===== src/hdl/tmma_ram.sv =====
`timescale 1ns / 1ps
`default_nettype none
// ----------------------------------------------------------------------------
// tmma_ram
// Single-port synchronous tile memory with a registered read word.
// ----------------------------------------------------------------------------
module tmma_ram #(
    parameter int WIDTH = 32,
    parameter int DEPTH = 64,
    parameter int AW    = 6
) (
    input  wire logic             i_clk,
    input  wire logic             i_we,
    input  wire logic             i_re,
    input  wire logic [AW-1:0]    i_addr,
    input  wire logic [WIDTH-1:0] i_wdata,
    output logic      [WIDTH-1:0] o_rdata
);

    logic [WIDTH-1:0] r_mem [DEPTH];
    logic [WIDTH-1:0] r_rdata;

    always_ff @(posedge i_clk) begin
        if (i_we) begin
            r_mem[i_addr] <= i_wdata;
        end
        // read word holds until the next read
        if (i_re) begin
            r_rdata <= r_mem[i_addr];
        end
    end

    assign o_rdata = r_rdata;

endmodule
`default_nettype wire


===== config.mk =====
export PLATFORM = sky130hd
export DESIGN_NAME = tmma_ram
export DESIGN_NICKNAME = d
export VERILOG_FILES = /design/src/hdl/tmma_ram.sv
export SDC_FILE = /design/constraint.sdc
export NUM_CORES = 2
export LEC_CHECK = 0
export ABC_AREA = 1
export BUFFER_PORTS_ARGS = -buffer_cell sky130_fd_sc_hd__buf_2
export CAP_MARGIN = 20
export CORE_UTILIZATION = 23
export DETAILED_ROUTE_END_ITERATION = 6
export PLACE_DENSITY = 0.43
export SLEW_MARGIN = 40
export SYNTH_ARGS = -nofsm -noshare
export SYNTH_HDL_FRONTEND = slang
export SYNTH_SLANG_ARGS = --single-unit

===== constraint.sdc =====
create_clock -name i_clk -period 13.75 [get_ports i_clk]
set_clock_uncertainty 0.1 [all_clocks]
set_input_delay 4.125 -clock i_clk [delete_from_list [all_inputs] [get_ports i_clk]]
set_output_delay 4.125 -clock i_clk [all_outputs]
set_load 0.01 [all_outputs]

==> results.yml <==
clock_network:
  clk_pin_slew_worst_paths_ns: 0.06
  cts_made_buffers: 228
  root_buffer: "clkbuf_16"
  cts.path.max_buffers: 4
  postCtsSetupRepairBufs: 0
  clock-sinks: 2080
  cts_tree: "yes"
  post_cts.resized_instances: 0
  postCtsHoldBufs: 0
  htree_levels: 4
  clk_latency_ns: 0.89
synthesis:
  syn_nets: 8481
  synth_area_sq_mm: 0.0868
  ys_types: 20
  synth_top_area_share_pct: 71.9
  syn_inst: 8440
  syn_avg_cell_area_sq_um: 10.3
  synth_largest_area_cell: "edfxtp_1"
  ys_ff_latch: 2080
  synthTopCellsByArea: "edfxtp_1 (72%), nand2_1 (25%), buf_2 (1.4%), nor2_1 (0.59%), clkbuf_1 (0.59%)"
  synth_warnings: 0
  yosysSeqAreaShare_pct: 71.9
drt:
  ant_nets: 0
  first_pass_iters: 5
  wl_per_cell_microns: 20.2
  drt_iter0_drc: 4528
  routed_via_density: 4.18
  vias: 57185
  routed_wl_microns: 276000
  drc: 0
status:
  status: "finished clean"
pwr:
  irDropWorstVdd_mv: 0.0988
  powerDensity_mw_per_mm2: 137
  p_leak_uw: 0.0406
global_routing:
  grt_pass1_wl_microns: 397000
  grt_overflow: 0
  antenna_found_initial: 19
  grt_pass1_vias: 55679
  track_usage_pct: 14.2
  grt_start_max_net_pins: 163
setup_path:
  cp-start-kind: "input port"
  cp_data_arrival_time_ns: 7.70
  critPathKind: "in2reg"
  worstSetupStartpoint: "i_addr[2]"
  rr_startpoint: "r_mem[7][17]$_DFFE_PP_"
  crit_path_end_kind: "register"
  cp_max_fo: 59
  critical_path_required_ns: 14.15
floorplanning:
  die_w_microns: 616
  io_pins: 73
  start_util_pct: 23.1
  fp-row-count: 225
  die_h_microns: 616
  placeableCoreArea_sq_mm: 0.376
  die_area_sq_mm: 0.380
sta:
  rsz0062_at_grt: "false"
  slew_viol_final: 0
  slew-limit-headroom_pct: 35.1
  holdWs_ns: 0.775
  setup_viol: 0
  post-route-min-period_ns: 7.30
  finalCritPeriodShare_pct: 53.1
  final-hold-violation-count: 0
  fin_tns_setup_ns: 0
  tightest_slew_ns: 0.973
  fmax_ghz: 0.137
layout:
  fill_cells: 39449
  syn_to_final_growth_pct: 16.3
  utilization_pct: 26.9
  finalNetCount: 8532
  drive_above_1_share_pct: 7.36
placed_design:
  gp_congestion: 0.767
  io_buffer_count: 72
  dpl.hpwl_microns: 146000
flow_run:
  maxCapViolCount: 0
hold_path:
  hold_path_class: "reg2reg"
  min_from: "r_mem[12][5]$_DFFE_PP_"
[area by class of cell]
type | count | area [sq um] | share of cell area, %
inverters | 30 | 135 | 0.134
multi-input cells | 5908 | 22900 | 22.7
well taps | 4994 | 6250 | 6.19
repair buffers | 243 | 2100 | 2.08
clock inverters | 123 | 1120 | 1.11
diodes | 11 | 27.5 | 0.0273
flip-flops and latches | 2080 | 62500 | 61.9
clock buffers | 282 | 5970 | 5.92
[state kept, by name, summed over array words and instances (netlist names)]
register	flops
r_mem	2048
o_rdata	32
[cells in the final DEF, fill, tap and decap left out, drive strengths merged]
cell      instances
inv              30
nor2            137
nor4              2
clkinv           98
or2               6
clkinvlp          4
edfxtp         2080
nand3            13
diode            11
o21ai             7
bufinv           21
nand2          5728
buf             243
clkbuf          282
o211ai            5
nand4             2
nor3              8
[path summary, 6_finish.rpt]
check | cells after the start | slack (ns) | to
setup / recovery | 7 | 6.45 | r_mem[22][12]$_DFFE_PP_
hold reg to reg | 10 | 0.77 | o_rdata[5]$_DFFE_PP_
setup reg to reg | 10 | 11.69 | o_rdata[17]$_DFFE_PP_
hold / removal | 10 | 0.77 | o_rdata[5]$_DFFE_PP_
[per-layer routing]
layer  up-vias  share of wire [%]  global-route usage, %
met1     28134                 44                   18.6
met4         2                2.7                   4.27
li1      27425                  -                      -
met3       348                4.5                   1.67
met5         -             0.0029                      0
met2      1276                 48                   24.4
[metrics by stage]
step           total power, uW  instances  cell area [sq um]  setup WS, ns
4_1_cts                  14000      13653             101000          6.43
5_1_grt                  14300      13670             101000          6.34
6_report                 13900      13671             101000          6.45
2_1_floorplan             7630       8440              86800          5.24
3_5_place_dp              8040      13248              93600          5.49
3_3_place_gp              8030      13239              93300          5.46
[power by group]
part           switching (uW)  internal, uW
clock network            2510          3440
registers                20.8          7030
logic                     649           191
total                    3180         10700
[worst max-delay path, stage by stage]
cell	delay, ns
buf_8	0.44
buf_4	0.64
buf_4	0.67
nand4_1	0.50
buf_4	0.36
nor2_4	0.38
buf_4	0.46
[synthesized netlist by cell type, drive strengths merged]
cell / instances
buf: 286
clkbuf: 136
edfxtp: 2080
inv: 30
nand2: 5728
nand3: 13
nand4: 2
nor2: 137
nor3: 8
nor4: 2
o211ai: 5
o21ai: 7
or2: 6
[kinds of logic after synthesis]
kind of cell | count (synthesis) | share of synthesized area (%)
DFF | 2080 | 71.9
and+or+nand+nor | 5896 | 25.6
AOI/OAI and AO/OA | 12 | 0.0836
buffers and inverters | 452 | 2.39
Power figures use the tool's default switching activity.
