===== config.mk =====
export PLATFORM = sky130hd
export DESIGN_NAME = tmma_mac
export DESIGN_NICKNAME = d
export VERILOG_FILES = /design/src/hdl/tmma_pkg.sv /design/src/hdl/tmma_mac.sv
export SDC_FILE = /design/constraint.sdc
export NUM_CORES = 2
export LEC_CHECK = 0
export BUFFER_PORTS_ARGS = -buffer_cell sky130_fd_sc_hd__buf_2
export CORE_UTILIZATION = 64
export DETAILED_ROUTE_END_ITERATION = 12
export PLACE_DENSITY = 0.84
export SYNTH_ARGS = -nofsm -noshare
export SYNTH_HDL_FRONTEND = slang
export SYNTH_SLANG_ARGS = --single-unit
export TNS_END_PERCENT = 30

===== constraint.sdc =====
create_clock -name i_clk -period 22.1 [get_ports i_clk]
set_input_delay 3.315 -clock i_clk [delete_from_list [all_inputs] [get_ports i_clk]]
set_output_delay 3.315 -clock i_clk [all_outputs]
set_load 0.005 [all_outputs]

===== src/hdl/tmma_pkg.sv =====
`timescale 1ns / 1ps
`default_nettype none
// ----------------------------------------------------------------------------
// tmma_pkg
// Operation codes, configuration indexes, shared types and the saturating add
// of the tile multiply-accumulate engine.
// ----------------------------------------------------------------------------
package tmma_pkg;

    localparam int DIM_W   = 4;
    localparam int CFG_I_W = 2;

    localparam logic [2:0] OP_WRITE_A = 3'd0;
    localparam logic [2:0] OP_WRITE_B = 3'd1;
    localparam logic [2:0] OP_CLEAR_C = 3'd2;
    localparam logic [2:0] OP_ACCUM   = 3'd3;
    localparam logic [2:0] OP_READ_C  = 3'd4;

    localparam logic [CFG_I_W-1:0] CFG_A_ROWS     = 2'd0;
    localparam logic [CFG_I_W-1:0] CFG_INNER_SIZE = 2'd1;
    localparam logic [CFG_I_W-1:0] CFG_B_COLS     = 2'd2;

    localparam logic [DIM_W-1:0] DIM_RESET = 4'd8;

    localparam logic [63:0] SAT_POS = 64'h7FFF_FFFF_FFFF_FFFF;
    localparam logic [63:0] SAT_NEG = 64'h8000_0000_0000_0000;

    // effective tile dimensions, already clamped to the tile size
    typedef struct packed {
        logic [DIM_W-1:0] nr;
        logic [DIM_W-1:0] nk;
        logic [DIM_W-1:0] nc;
    } t_dims;

    typedef struct packed {
        logic load;   // operand words sit at the memory outputs
        logic clr;    // restart the dot product
    } t_mac_ctl;

    typedef struct packed {
        logic busy;   // a product is still on its way into the dot sum
    } t_mac_stat;

    function automatic logic [63:0] sat_add(input logic [63:0] x, input logic [63:0] y);
        logic [63:0] s;
        s = x + y;
        if ((x[63] == y[63]) && (s[63] != x[63])) begin
            return x[63] ? SAT_NEG : SAT_POS;
        end
        return s;
    endfunction

endpackage
`default_nettype wire


===== src/hdl/tmma_mac.sv =====
`timescale 1ns / 1ps
`default_nettype none
// ----------------------------------------------------------------------------
// tmma_mac
// Multiply-accumulate datapath: registered Q32.32 product of Q16.16 words,
// saturating dot sum, and its saturating add into the accumulator word.
// ----------------------------------------------------------------------------
module tmma_mac
    import tmma_pkg::*;
(
    input  wire logic        i_clk,
    input  wire logic        i_rst_n,
    input  wire t_mac_ctl    i_ctl,
    input  wire logic [31:0] i_a,
    input  wire logic [31:0] i_b,
    input  wire logic [63:0] i_acc,
    output t_mac_stat        o_stat,
    output logic [63:0]      o_sum
);

    logic signed [63:0] w_prod;
    logic        [63:0] r_prod;
    logic               r_prod_v;
    logic        [63:0] r_dot;

    assign w_prod = 64'($signed(i_a)) * 64'($signed(i_b));

    always_ff @(posedge i_clk) begin
        if (!i_rst_n) begin
            r_prod_v <= 1'b0;
        end else begin
            r_prod_v <= i_ctl.load;
        end
    end

    always_ff @(posedge i_clk) begin
        if (i_ctl.load) begin
            r_prod <= w_prod;
        end
        if (i_ctl.clr) begin
            r_dot <= '0;
        end else if (r_prod_v) begin
            r_dot <= sat_add(r_dot, r_prod);
        end
    end

    assign o_stat.busy = r_prod_v;
    assign o_sum       = sat_add(i_acc, r_dot);

endmodule
`default_nettype wire


==> flow_summary.yaml <==
placement:
  postPlaceCellArea_mm2: 0.0496
  port_buffers: 196
  hpwl_mm: 100
  place_congestion: 0.943
  place_ws_ns: 10.32
detailed_routing:
  wl_mm: 125
  initialDrtViolationCount: 2789
  dr.pass1.iters: 6
  met3_length_mm: 14.7
  wl_per_cell_um: 20.1
  vias_per_cell: 5.94
  top_layer: "met5"
  routedLengthMet1_mm: 49.7
  drtAntennaViolNets: 0
  num_vias: 37100
  wl_met2_mm: 57.3
  drc_errors: 0
logic_synthesis:
  syn_area_mm2: 0.0486
  ys_types: 94
  yosys_warnings: 0
  synthCells: 5313
  synth_fp_nets: 6839
  avgSynthCellArea_um2: 9.14
  synthFlopType: "dfxtp_1"
  synth_edf_count: 64
  ys_seq_area_share_pct: 6.64
  synth-seq-cells: 129
  synthArstFlopShare_pct: 0
finish:
  drive_above_1_share_pct: 7.65
  fin_area_mm2: 0.0502
  nFillCells: 5785
  area_growth_pct: 3.32
  most-common-layout-cells: "fa_1 (1084), inv_1 (995), nand2_1 (613)"
  nets: 6783
  layout.cells.most_common: "fa_1"
critical_path:
  cpLargestDelayFamily: "adder cells"
  worstPathRequired_ns: 22.28
  max_stage_delay_ns: 0.94
  worstSetupPathType: "input port to flip-flop"
  setup.worst_path.start_class: "input port"
  cpMaxStageDelayCell: "fa_1"
  worst_r2r_startpoint: "r_prod[28]$_DFFE_PP_"
  path_max_fanout: 32
  cp_cell_sequence: "buf_2 -> nand2_1 -> inv_1 -> fa_1 -> fa_1 -> fa_1 -> inv_1 -> fa_1 -> inv_1 -> fa_1 -> fa_1 -> inv_1 -> fa_1 -> fa_1 -> inv_1 -> ha_1 -> a21o_1 -> a21oi_1 -> o21ai_0 -> o2111ai_1 -> nand3_1 -> or3b_1 -> a21oi_2 -> xnor2_1"
  crit_buf_inv: 6
  setup.worst_path.start: "i_a[31]"
  crit_top_cell: "fa_1"
  endpoint_kind: "flip-flop"
  crit_arrival_ns: 11.64
sta:
  skew_ns: 0.0126
  hold_viol_final: 0
  setup_viol_count_final: 0
  rsz0062_at_grt: "false"
  whs_ns: 0.502
  maxSlewViolCount: 0
  fin_crit_ns: 11.46
  setup_slack_ns: 10.64
  fin_tns_setup_ns: 0
  worst_pin_slew_ns: 0.951
  slew_headroom_pct: 36.6
  fmax_mhz: 87.2
  timing.final.crit_share_pct: 51.9
floorplanning:
  fp.dieW_um: 277
  rows: 100
  io_pins: 197
  core_region_area_mm2: 0.0747
  die_area_mm2: 0.0770
  die_h_um: 277
  start_util_pct: 65.0
hold_path:
  hp-class: "flip-flop to flip-flop"
  min_from: "r_dot[6]$_SDFFE_PP0P_"
clock_tree:
  cts_buffers: 17
  htree_num_levels: 4
  ctsHoldBuffers: 0
  post-cts-setup-buffer-count: 0
  cts-root-buf: "clkbuf_16"
  clock-sinks: 129
  clockBufferDepth: 2
  cts_tree: "built"
  path_clk_slew_ns: 0.06
  clock_latency_ns: 0.44
  cts_resized: 0
job:
  max-cap-violations: 0
run_status:
  status: "finished, final reports clean"
global_route:
  track_usage_pct: 33.7
  grt_max_degree: 66
  grt_pass1_wl_mm: 205
  gr-total-overflow: 0
  grt_antenna_before_repair: 4
  grt_pass1_vias: 39700
[sequential cells by signal, indices dropped and copies added (netlist names)]
| signal | count |
|---|---|
| o_stat | 1 |
| r_prod | 64 |
| r_dot | 64 |
[cell type report]
cell class              instances  area [µm²]  area share (%)
clock buffers                  22         517            1.03
flip-flops and latches        129        3220            6.43
repair buffers                206        1060            2.10
inverters                     996        3740            7.45
multi-input cells            3907       40300            80.4
diodes                          5        12.5          0.0249
well taps                     969        1210            2.42
clock inverters                10        91.3           0.182
[cells in the mapped netlist (all sizes together), types with 11 or more instances]
library cell	number	area, µm²
xor2	67	587
a21o	96	722
inv	995	3730
clkbuf	238	893
o21a	19	143
nand3	52	270
buf	43	393
xnor2	120	1050
fa	1084	21700
ha	310	3880
nand2b	31	201
nor2	167	629
nor3	77	445
o221ai	11	103
and2	521	3260
and4	14	130
a211oi	23	183
nor2b	44	275
and3	20	125
or3	13	81.3
o21ai	163	1050
dfxtp	65	1300
o211ai	12	105
a21oi	259	1470
edfxtp	64	1920
a211o	11	97.6
nand2	613	2300
nand4	29	181
o21bai	32	240
a31oi	21	146
[final timing paths]
path / end / cells after the start / slack (ns)
worst min register to register: r_dot[6]$_SDFFE_PP0P_ / 2 / 0.50
worst min-delay path: r_dot[6]$_SDFFE_PP0P_ / 2 / 0.50
worst max-delay path: r_prod[63]$_DFFE_PP_ / 24 / 10.64
worst max register to register: r_dot[37]$_SDFFE_PP0P_ / 12 / 17.88
[cells by family (layout without fill, tap and decap cells)]
family                     Yosys count  count (layout)  synth area share, %
DFF                                129             129                 6.64
muxes                                1               1               0.0232
and+or+nand+nor                   1600            1600                 16.6
AOI/OAI and AO/OA                  724             724                 10.4
other                                0               5                    0
buffers and inverters             1277            1234                 10.3
adders and majority gates         1395            1395                 52.7
xor gates and xnor gates           187             187                 3.37
[per-layer routing]
layer / vias to the layer above / GRT usage, %
met1: 18500 / 44.3
li1: 16300 / -
met5: - / 0
met2: 2046 / 53.9
met4: 2 / 10.9
met3: 311 / 9.87
[worst register-to-register path, delay by kind of cell (launching register included)]
| family | cells | cell delay [ns] |
|---|---|---|
| AOI/OAI and AO/OA | 4 | 0.88 |
| and+or+nand+nor | 7 | 2.46 |
| DFF | 1 | 0.39 |
| adders and majority gates | 1 | 0.44 |
[per-stage QoR]
step | std cells | util, %
after floorplan | 5313 | -
after global placement | 6207 | 66.3
after detailed placement | 6207 | 66.3
after CTS | 6239 | 67.2
after global routing | 6241 | 67.2
final | 6244 | 67.2
Power is left out: the tool's default activity adds up to more than one toggle a clock period on the data nets, which glitch-free logic cannot reach.
