`src/hdl/tmma_pkg.sv`:
```
`timescale 1ns / 1ps
`default_nettype none
// ----------------------------------------------------------------------------
// tmma_pkg
// Operation codes, configuration indexes, shared types and the saturating add
// of the tile multiply-accumulate engine.
// ----------------------------------------------------------------------------
package tmma_pkg;

    localparam int DIM_W   = 4;
    localparam int CFG_I_W = 2;

    localparam logic [2:0] OP_WRITE_A = 3'd0;
    localparam logic [2:0] OP_WRITE_B = 3'd1;
    localparam logic [2:0] OP_CLEAR_C = 3'd2;
    localparam logic [2:0] OP_ACCUM   = 3'd3;
    localparam logic [2:0] OP_READ_C  = 3'd4;

    localparam logic [CFG_I_W-1:0] CFG_A_ROWS     = 2'd0;
    localparam logic [CFG_I_W-1:0] CFG_INNER_SIZE = 2'd1;
    localparam logic [CFG_I_W-1:0] CFG_B_COLS     = 2'd2;

    localparam logic [DIM_W-1:0] DIM_RESET = 4'd8;

    localparam logic [63:0] SAT_POS = 64'h7FFF_FFFF_FFFF_FFFF;
    localparam logic [63:0] SAT_NEG = 64'h8000_0000_0000_0000;

    // effective tile dimensions, already clamped to the tile size
    typedef struct packed {
        logic [DIM_W-1:0] nr;
        logic [DIM_W-1:0] nk;
        logic [DIM_W-1:0] nc;
    } t_dims;

    typedef struct packed {
        logic load;   // operand words sit at the memory outputs
        logic clr;    // restart the dot product
    } t_mac_ctl;

    typedef struct packed {
        logic busy;   // a product is still on its way into the dot sum
    } t_mac_stat;

    function automatic logic [63:0] sat_add(input logic [63:0] x, input logic [63:0] y);
        logic [63:0] s;
        s = x + y;
        if ((x[63] == y[63]) && (s[63] != x[63])) begin
            return x[63] ? SAT_NEG : SAT_POS;
        end
        return s;
    endfunction

endpackage
`default_nettype wire

```
`src/hdl/tmma_seq.sv`:
```
`timescale 1ns / 1ps
`default_nettype none
// ----------------------------------------------------------------------------
// tmma_seq
// Sequencer: decodes input words, drives the three tile memories, runs the
// clearing sweeps and walks the multiply-accumulate over the tile.
// ----------------------------------------------------------------------------
module tmma_seq
    import tmma_pkg::*;
#(
    parameter int MAX_DIM = 8
) (
    input  wire logic                                   i_clk,
    input  wire logic                                   i_rst_n,
    input  wire t_dims                                  i_dims,
    input  wire logic                                   i_in_valid,
    input  wire logic                                   i_hold,
    input  wire logic [2:0]                             i_operation,
    input  wire logic [2:0]                             i_row_index,
    input  wire logic [2:0]                             i_col_index,
    input  wire t_mac_stat                              i_mac_stat,
    output logic                                        o_in_stall,
    output logic                                        o_fill_zero,
    output logic                                        o_a_we,
    output logic                                        o_a_re,
    output logic [$clog2(MAX_DIM*MAX_DIM)-1:0]          o_a_addr,
    output logic                                        o_b_we,
    output logic                                        o_b_re,
    output logic [$clog2(MAX_DIM*MAX_DIM)-1:0]          o_b_addr,
    output logic                                        o_c_we,
    output logic                                        o_c_re,
    output logic                                        o_c_wsum,
    output logic [$clog2(MAX_DIM*MAX_DIM)-1:0]          o_c_addr,
    output t_mac_ctl                                    o_mac_ctl
);

    localparam int DEPTH = MAX_DIM * MAX_DIM;
    localparam int AW    = $clog2(DEPTH);
    localparam logic [AW-1:0] LAST_ADDR = AW'(DEPTH - 1);

    localparam logic [2:0] S_INIT  = 3'd0;
    localparam logic [2:0] S_IDLE  = 3'd1;
    localparam logic [2:0] S_CLEAR = 3'd2;
    localparam logic [2:0] S_MAC   = 3'd3;
    localparam logic [2:0] S_DRAIN = 3'd4;

    logic [2:0]       r_state, n_state;
    logic [AW-1:0]    r_addr, n_addr;
    logic [DIM_W-1:0] r_i, n_i;
    logic [DIM_W-1:0] r_j, n_j;
    logic [DIM_W-1:0] r_k, n_k;
    logic             r_rd_v;
    logic [DIM_W-1:0] w_row, w_col;

    function automatic logic [AW-1:0] f_addr(input logic [DIM_W-1:0] r,
                                              input logic [DIM_W-1:0] c);
        return AW'(int'(r) * MAX_DIM + int'(c));
    endfunction

    assign w_row = {1'b0, i_row_index};
    assign w_col = {1'b0, i_col_index};

    always_comb begin
        n_state        = r_state;
        n_addr         = r_addr;
        n_i            = r_i;
        n_j            = r_j;
        n_k            = r_k;
        o_in_stall     = 1'b1;
        o_fill_zero    = 1'b0;
        o_a_we         = 1'b0;
        o_a_re         = 1'b0;
        o_b_we         = 1'b0;
        o_b_re         = 1'b0;
        o_c_we         = 1'b0;
        o_c_re         = 1'b0;
        o_c_wsum       = 1'b0;
        o_a_addr       = f_addr(w_row, w_col);
        o_b_addr       = f_addr(w_row, w_col);
        o_c_addr       = f_addr(w_row, w_col);
        o_mac_ctl.clr  = 1'b0;
        o_mac_ctl.load = r_rd_v;
        case (r_state)
            S_INIT: begin
                o_fill_zero = 1'b1;
                o_a_we      = 1'b1;
                o_b_we      = 1'b1;
                o_c_we      = 1'b1;
                o_a_addr    = r_addr;
                o_b_addr    = r_addr;
                o_c_addr    = r_addr;
                n_addr      = r_addr + 1'b1;
                if (r_addr == LAST_ADDR) begin
                    n_state = S_IDLE;
                    n_addr  = '0;
                end
            end
            S_IDLE: begin
                o_in_stall = i_hold;
                if (i_in_valid && !i_hold) begin
                    case (i_operation)
                        OP_WRITE_A: begin
                            o_a_we = (w_row < i_dims.nr) && (w_col < i_dims.nk);
                        end
                        OP_WRITE_B: begin
                            o_b_we = (w_row < i_dims.nk) && (w_col < i_dims.nc);
                        end
                        OP_CLEAR_C: begin
                            n_state = S_CLEAR;
                            n_addr  = '0;
                        end
                        OP_ACCUM: begin
                            // an empty dimension leaves the accumulators as they are
                            if ((i_dims.nr != '0) && (i_dims.nk != '0) &&
                                (i_dims.nc != '0)) begin
                                n_state       = S_MAC;
                                n_i           = '0;
                                n_j           = '0;
                                n_k           = '0;
                                o_mac_ctl.clr = 1'b1;
                            end
                        end
                        OP_READ_C: begin
                            o_c_re = 1'b1;
                        end
                        default: begin
                        end
                    endcase
                end
            end
            S_CLEAR: begin
                o_c_we   = 1'b1;
                o_c_addr = r_addr;
                n_addr   = r_addr + 1'b1;
                if (r_addr == LAST_ADDR) begin
                    n_state = S_IDLE;
                    n_addr  = '0;
                end
            end
            S_MAC: begin
                o_a_re   = 1'b1;
                o_b_re   = 1'b1;
                o_a_addr = f_addr(r_i, r_k);
                o_b_addr = f_addr(r_k, r_j);
                // fetch the accumulator word at the start of each element
                o_c_re   = (r_k == '0);
                o_c_addr = f_addr(r_i, r_j);
                n_k      = r_k + 1'b1;
                if (r_k == i_dims.nk - 1'b1) begin
                    n_k     = '0;
                    n_state = S_DRAIN;
                end
            end
            S_DRAIN: begin
                o_c_addr = f_addr(r_i, r_j);
                if (!r_rd_v && !i_mac_stat.busy) begin
                    o_c_we        = 1'b1;
                    o_c_wsum      = 1'b1;
                    o_mac_ctl.clr = 1'b1;
                    n_state       = S_MAC;
                    n_j           = r_j + 1'b1;
                    if (r_j == i_dims.nc - 1'b1) begin
                        n_j = '0;
                        n_i = r_i + 1'b1;
                        if (r_i == i_dims.nr - 1'b1) begin
                            n_i     = '0;
                            n_state = S_IDLE;
                        end
                    end
                end
            end
            default: begin
                n_state = S_IDLE;
            end
        endcase
    end

    always_ff @(posedge i_clk) begin
        if (!i_rst_n) begin
            r_state <= S_INIT;
            r_addr  <= '0;
            r_i     <= '0;
            r_j     <= '0;
            r_k     <= '0;
            r_rd_v  <= 1'b0;
        end else begin
            r_state <= n_state;
            r_addr  <= n_addr;
            r_i     <= n_i;
            r_j     <= n_j;
            r_k     <= n_k;
            r_rd_v  <= o_a_re;
        end
    end

endmodule
`default_nettype wire

```
`config.mk`:
```
export PLATFORM = sky130hd
export DESIGN_NAME = tmma_seq
export DESIGN_NICKNAME = d
export VERILOG_FILES = /design/src/hdl/tmma_pkg.sv /design/src/hdl/tmma_seq.sv
export SDC_FILE = /design/constraint.sdc
export NUM_CORES = 1
export LEC_CHECK = 0
export BUFFER_PORTS_ARGS = -buffer_cell sky130_fd_sc_hd__buf_4
export CAP_MARGIN = 5
export CORE_MARGIN = 2
export CORE_UTILIZATION = 55
export CTS_BUF_LIST = sky130_fd_sc_hd__clkbuf_16
export CTS_CLUSTER_SIZE = 8
export DETAILED_ROUTE_END_ITERATION = 10
export GPL_TIMING_DRIVEN = 0
export PLACE_DENSITY_LB_ADDON = 0.1
export SLEW_MARGIN = 20
export SYNTH_ARGS = -nofsm -noshare
export SYNTH_HDL_FRONTEND = slang
export SYNTH_SLANG_ARGS = --single-unit
```
`constraint.sdc`:
```
create_clock -name i_clk -period 7.65 [get_ports i_clk]
set_clock_uncertainty 0.05 [all_clocks]
set_input_delay 1.9125 -clock i_clk [delete_from_list [all_inputs] [get_ports i_clk]]
set_output_delay 1.9125 -clock i_clk [all_outputs]
set_load 0.02 [all_outputs]
```
==> summary.txt <==
Outcome
  • Outcome: complete, no violations

Drt
  • Final wirelength: 6.51 mm
  • Vias: 2414
  • Routed len/inst: 16.2 um
  • DRC violation count after routing: 0
  • Antenna Nets Post-Route: 0
  • Initial drt markers: 183
  • Via-to-Cell Ratio: 6.02
  • Pre-Repair DR Iteration Count: 7

Die
  • Die H: 67.9 um
  • Core footprint: 0.00397 mm^2
  • Boundary Pins: 55
  • Die area: 0.00461 mm^2
  • Row count: 23
  • Initial Util: 56.6%
  • Die width: 67.9 um

Clock tree
  • CTS Buffer Depth: 2
  • Clk sinks: 22
  • Hold_buf cts: 0
  • Clock Latency Late Sink: 0.26 ns
  • CTS clk-pin slew, worst paths: 0.06 ns
  • # resized after CTS: 0
  • Total setup buffers inserted after CTS: 0
  • CTS tree: built
  • CTS buffer count: 3
  • CTS H-tree depth: 1
  • Clock root cell: clkbuf_16

Synthesis
  • Count of flip-flops with a built-in enable after synthesis: 0
  • Syn_area_per_cell: 7.64 um^2
  • Synth Net Count: 344
  • Post-synth top flop: dfxtp_1
  • Ys Warns: 0
  • Number of synthesized register bits: 22
  • Async SR Flop Fraction: 0%
  • Mapped cell area: 0.00225 mm^2
  • Post-synth cell types: 60
  • Cells after Synth: 294
  • Sequential share of the synthesized area: 19.6%

GRT
  • Largest net degree at the start of global routing: 14
  • Number of global-route vias before repair: 2140
  • Initial antenna violation count: 0
  • First-pass GRT wire length: 10.3 mm
  • GRT overflow: 0
  • Tot GR Track Use: 29.7%

Layout
  • Layout cells sized above 1: 21.1%
  • Number of diodes: 0
  • Layout area overhead: 25.2%
  • # nets final: 402

Worst setup path
  • Worst EP required: 5.69 ns
  • Worst path most repeated cell: buf_4
  • CP Cell Sequence: buf_4 > inv_1 > ha_1 > nor3b_1 > or3_4 > o31a_4 > buf_6 > clkinv_2 > buf_4
  • CP Launch Type: primary input
  • CP max stage cell: or3_4
  • WP data arrival: 3.56 ns
  • Worst path buffer plus inverter count: 5
  • R2R Setup Slk: 5.40 ns
  • Crit end category: output pin
  • Crit path largest cell delay: 0.40 ns
  • Delay-heaviest family, CP: simple AND/OR/NAND/NOR gates
  • Critical Path Fanout Max: 10
  • Setup CP Type: in2out

STA
  • Slew Limit Fails: 0
  • Max Fclk: 0.181 GHz
  • Setup Viol. Count Final: 0
  • Post-layout minimum cycle time: 5.52 ns
  • Setup TNS: 0 ns
  • Slew of the pin with the lowest slew margin: 0.652 ns
  • Final period util: 72.2%
  • Unrepaired setup endpoints after global routing: no
  • Slew HR: 55.9%
  • Hold Fails Final Rpt: 0

Pwr
  • Max VDD drop: 0.243 mV
  • Internal power: 420 uW
  • Clk pwr share: 19.9%
  • Pwr dens: 269 mW/mm^2
  • Leakage power: 0.00128 uW
  • NetSw: 336 uW
  • Combinational Power Share: 61.5%
  • Sequential power share: 18.6%
  • Switching power share of the total: 44.4%
  • Overall power: 756 uW

Place
  • PortBufs: 53
  • GPL Wtd Cong: 0.920
  • Post-DP HPWL: 5.04 mm

Worst hold path
  • HP Class: reg2reg

Run
  • Max Cap Viol: 0
path summary, 6_finish.rpt:
check                                    end  depth (start not counted)       start
worst min register to register        r_i[3]                          2      r_i[3]
worst max register to register        r_i[3]                          8  r_state[0]
worst min-delay path                  r_i[3]                          2      r_i[3]
worst max-delay path            o_mac_ctl[0]                          9   i_dims[8]
cells in the mapped netlist (2+ instances only):
cell type  number  share of area [%]
clkbuf_1        7                1.2
xor2_1          8                3.1
mux2i_1         2               0.89
a211oi_1        3                1.0
ha_1           24                 13
nand3_1         7                1.6
a21oi_1        18                4.0
nand2_1        33                5.5
or3_1           4                1.1
dfxtp_1        22                 20
o21ai_0         8                1.8
o211ai_1        3                1.0
buf_2           3               0.67
nand3b_1        3                1.0
a22oi_1         6                2.0
buf_1           3               0.50
nor3b_1         5                1.7
nor2_1         23                3.8
nand2b_1        8                2.2
xnor2_1        16                6.2
or3_4           2                1.0
o41ai_1         2               0.78
or2_1           3               0.84
inv_1          15                2.5
o21ai_1         7                1.6
a31oi_1         2               0.56
o22ai_1        11                3.1
nor3_1          6                1.3
o22a_1          4                1.6
buf_4           3                1.0
a21o_1          4                1.3
final cells by class:
type / count / area (um^2)
Multi-Input combinational cell: 238 / 1660
Sequential cell: 22 / 440
Clock inverter: 1 / 30.0
Tap cell: 50 / 62.6
Timing Repair Buffer: 53 / 398
Clock buffer: 3 / 75.1
Inverter: 17 / 65.1
Fill cell: 348 / 1160
Buffer: 17 / 86.3
layer usage:
layer	vias to the layer above	share of wire [%]	global-route usage, %
li1	1173	-	-
met1	1103	46	42.8
met2	125	43	46.4
met3	13	8.8	2.96
met4	0	1.8	9.00
met5	-	0	0
worst register-to-register path: cells and delay by family, from the launching register on:
| kind | cells | cell delay, ns |
|---|---|---|
| flip-flops | 1 | 0.33 |
| AO/OA/AOI/OAI | 2 | 0.70 |
| buffers and inverters | 3 | 0.40 |
| AND/OR/NAND/NOR | 3 | 0.68 |
cell families after synthesis:
logic type | after synthesis | synth area share (%)
AND/OR/NAND/NOR | 107 | 25.2
AO/OA/AOI/OAI | 80 | 23.9
buffers and inverters | 34 | 6.74
XOR/XNOR | 25 | 10.4
adder cells (fa/ha/maj) | 24 | 13.4
flip-flops | 22 | 19.6
multiplexers | 2 | 0.891
flip-flops by register name, indices dropped and copies added (netlist names):
name / cells
r_j: 4
r_k: 4
r_rd_v: 1
r_i: 4
r_addr: 6
r_state: 3
cell usage in the layout (no fill, tap or decap), types with 2 or more instances in the layout:
master and instances:
or2_1 3, nor3b_1 5, nor3_1 6, o21ai_0 8, mux2i_1 2, o22ai_1 11
inv_1 15, nand3b_1 3, a21oi_1 18, o21ai_1 7, nand2b_1 8, nor2_1 23
o211ai_1 3, clkbuf_1 7, buf_1 3, nand3_1 7, a31oi_1 2, o41ai_1 2
a21o_1 4, buf_2 3, dfxtp_1 22, xor2_1 8, nand2_1 33, o22a_1 4
or3_1 4, clkbuf_16 3, a211oi_1 3, xnor2_1 16, buf_4 56, ha_1 24
a22oi_1 6, or3_4 2
power groups by stage:
stage	logic, uW	registers (uW)	clock network (uW)
after floorplan	296	139	0
after global placement	456	142	0
after detailed placement	460	143	0
after CTS	462	140	151
after global routing	506	143	155
final	465	141	150
through the flow:
stage                     cell area [um^2]  hold slack (ns)  std cells  setup slack (ns)  util, %
after global placement                2710            0.437        397              2.15     68.2
after floorplan                       2250            0.419        294              2.45        -
after detailed placement              2710            0.438        397              2.14     68.2
after CTS                             2810            0.456        401              2.13     70.8
final                                 2810            0.453        401              2.13     70.8
after global routing                  2810            0.489        401              2.07     70.8
Note: power is estimated with default switching activity, not from simulation.
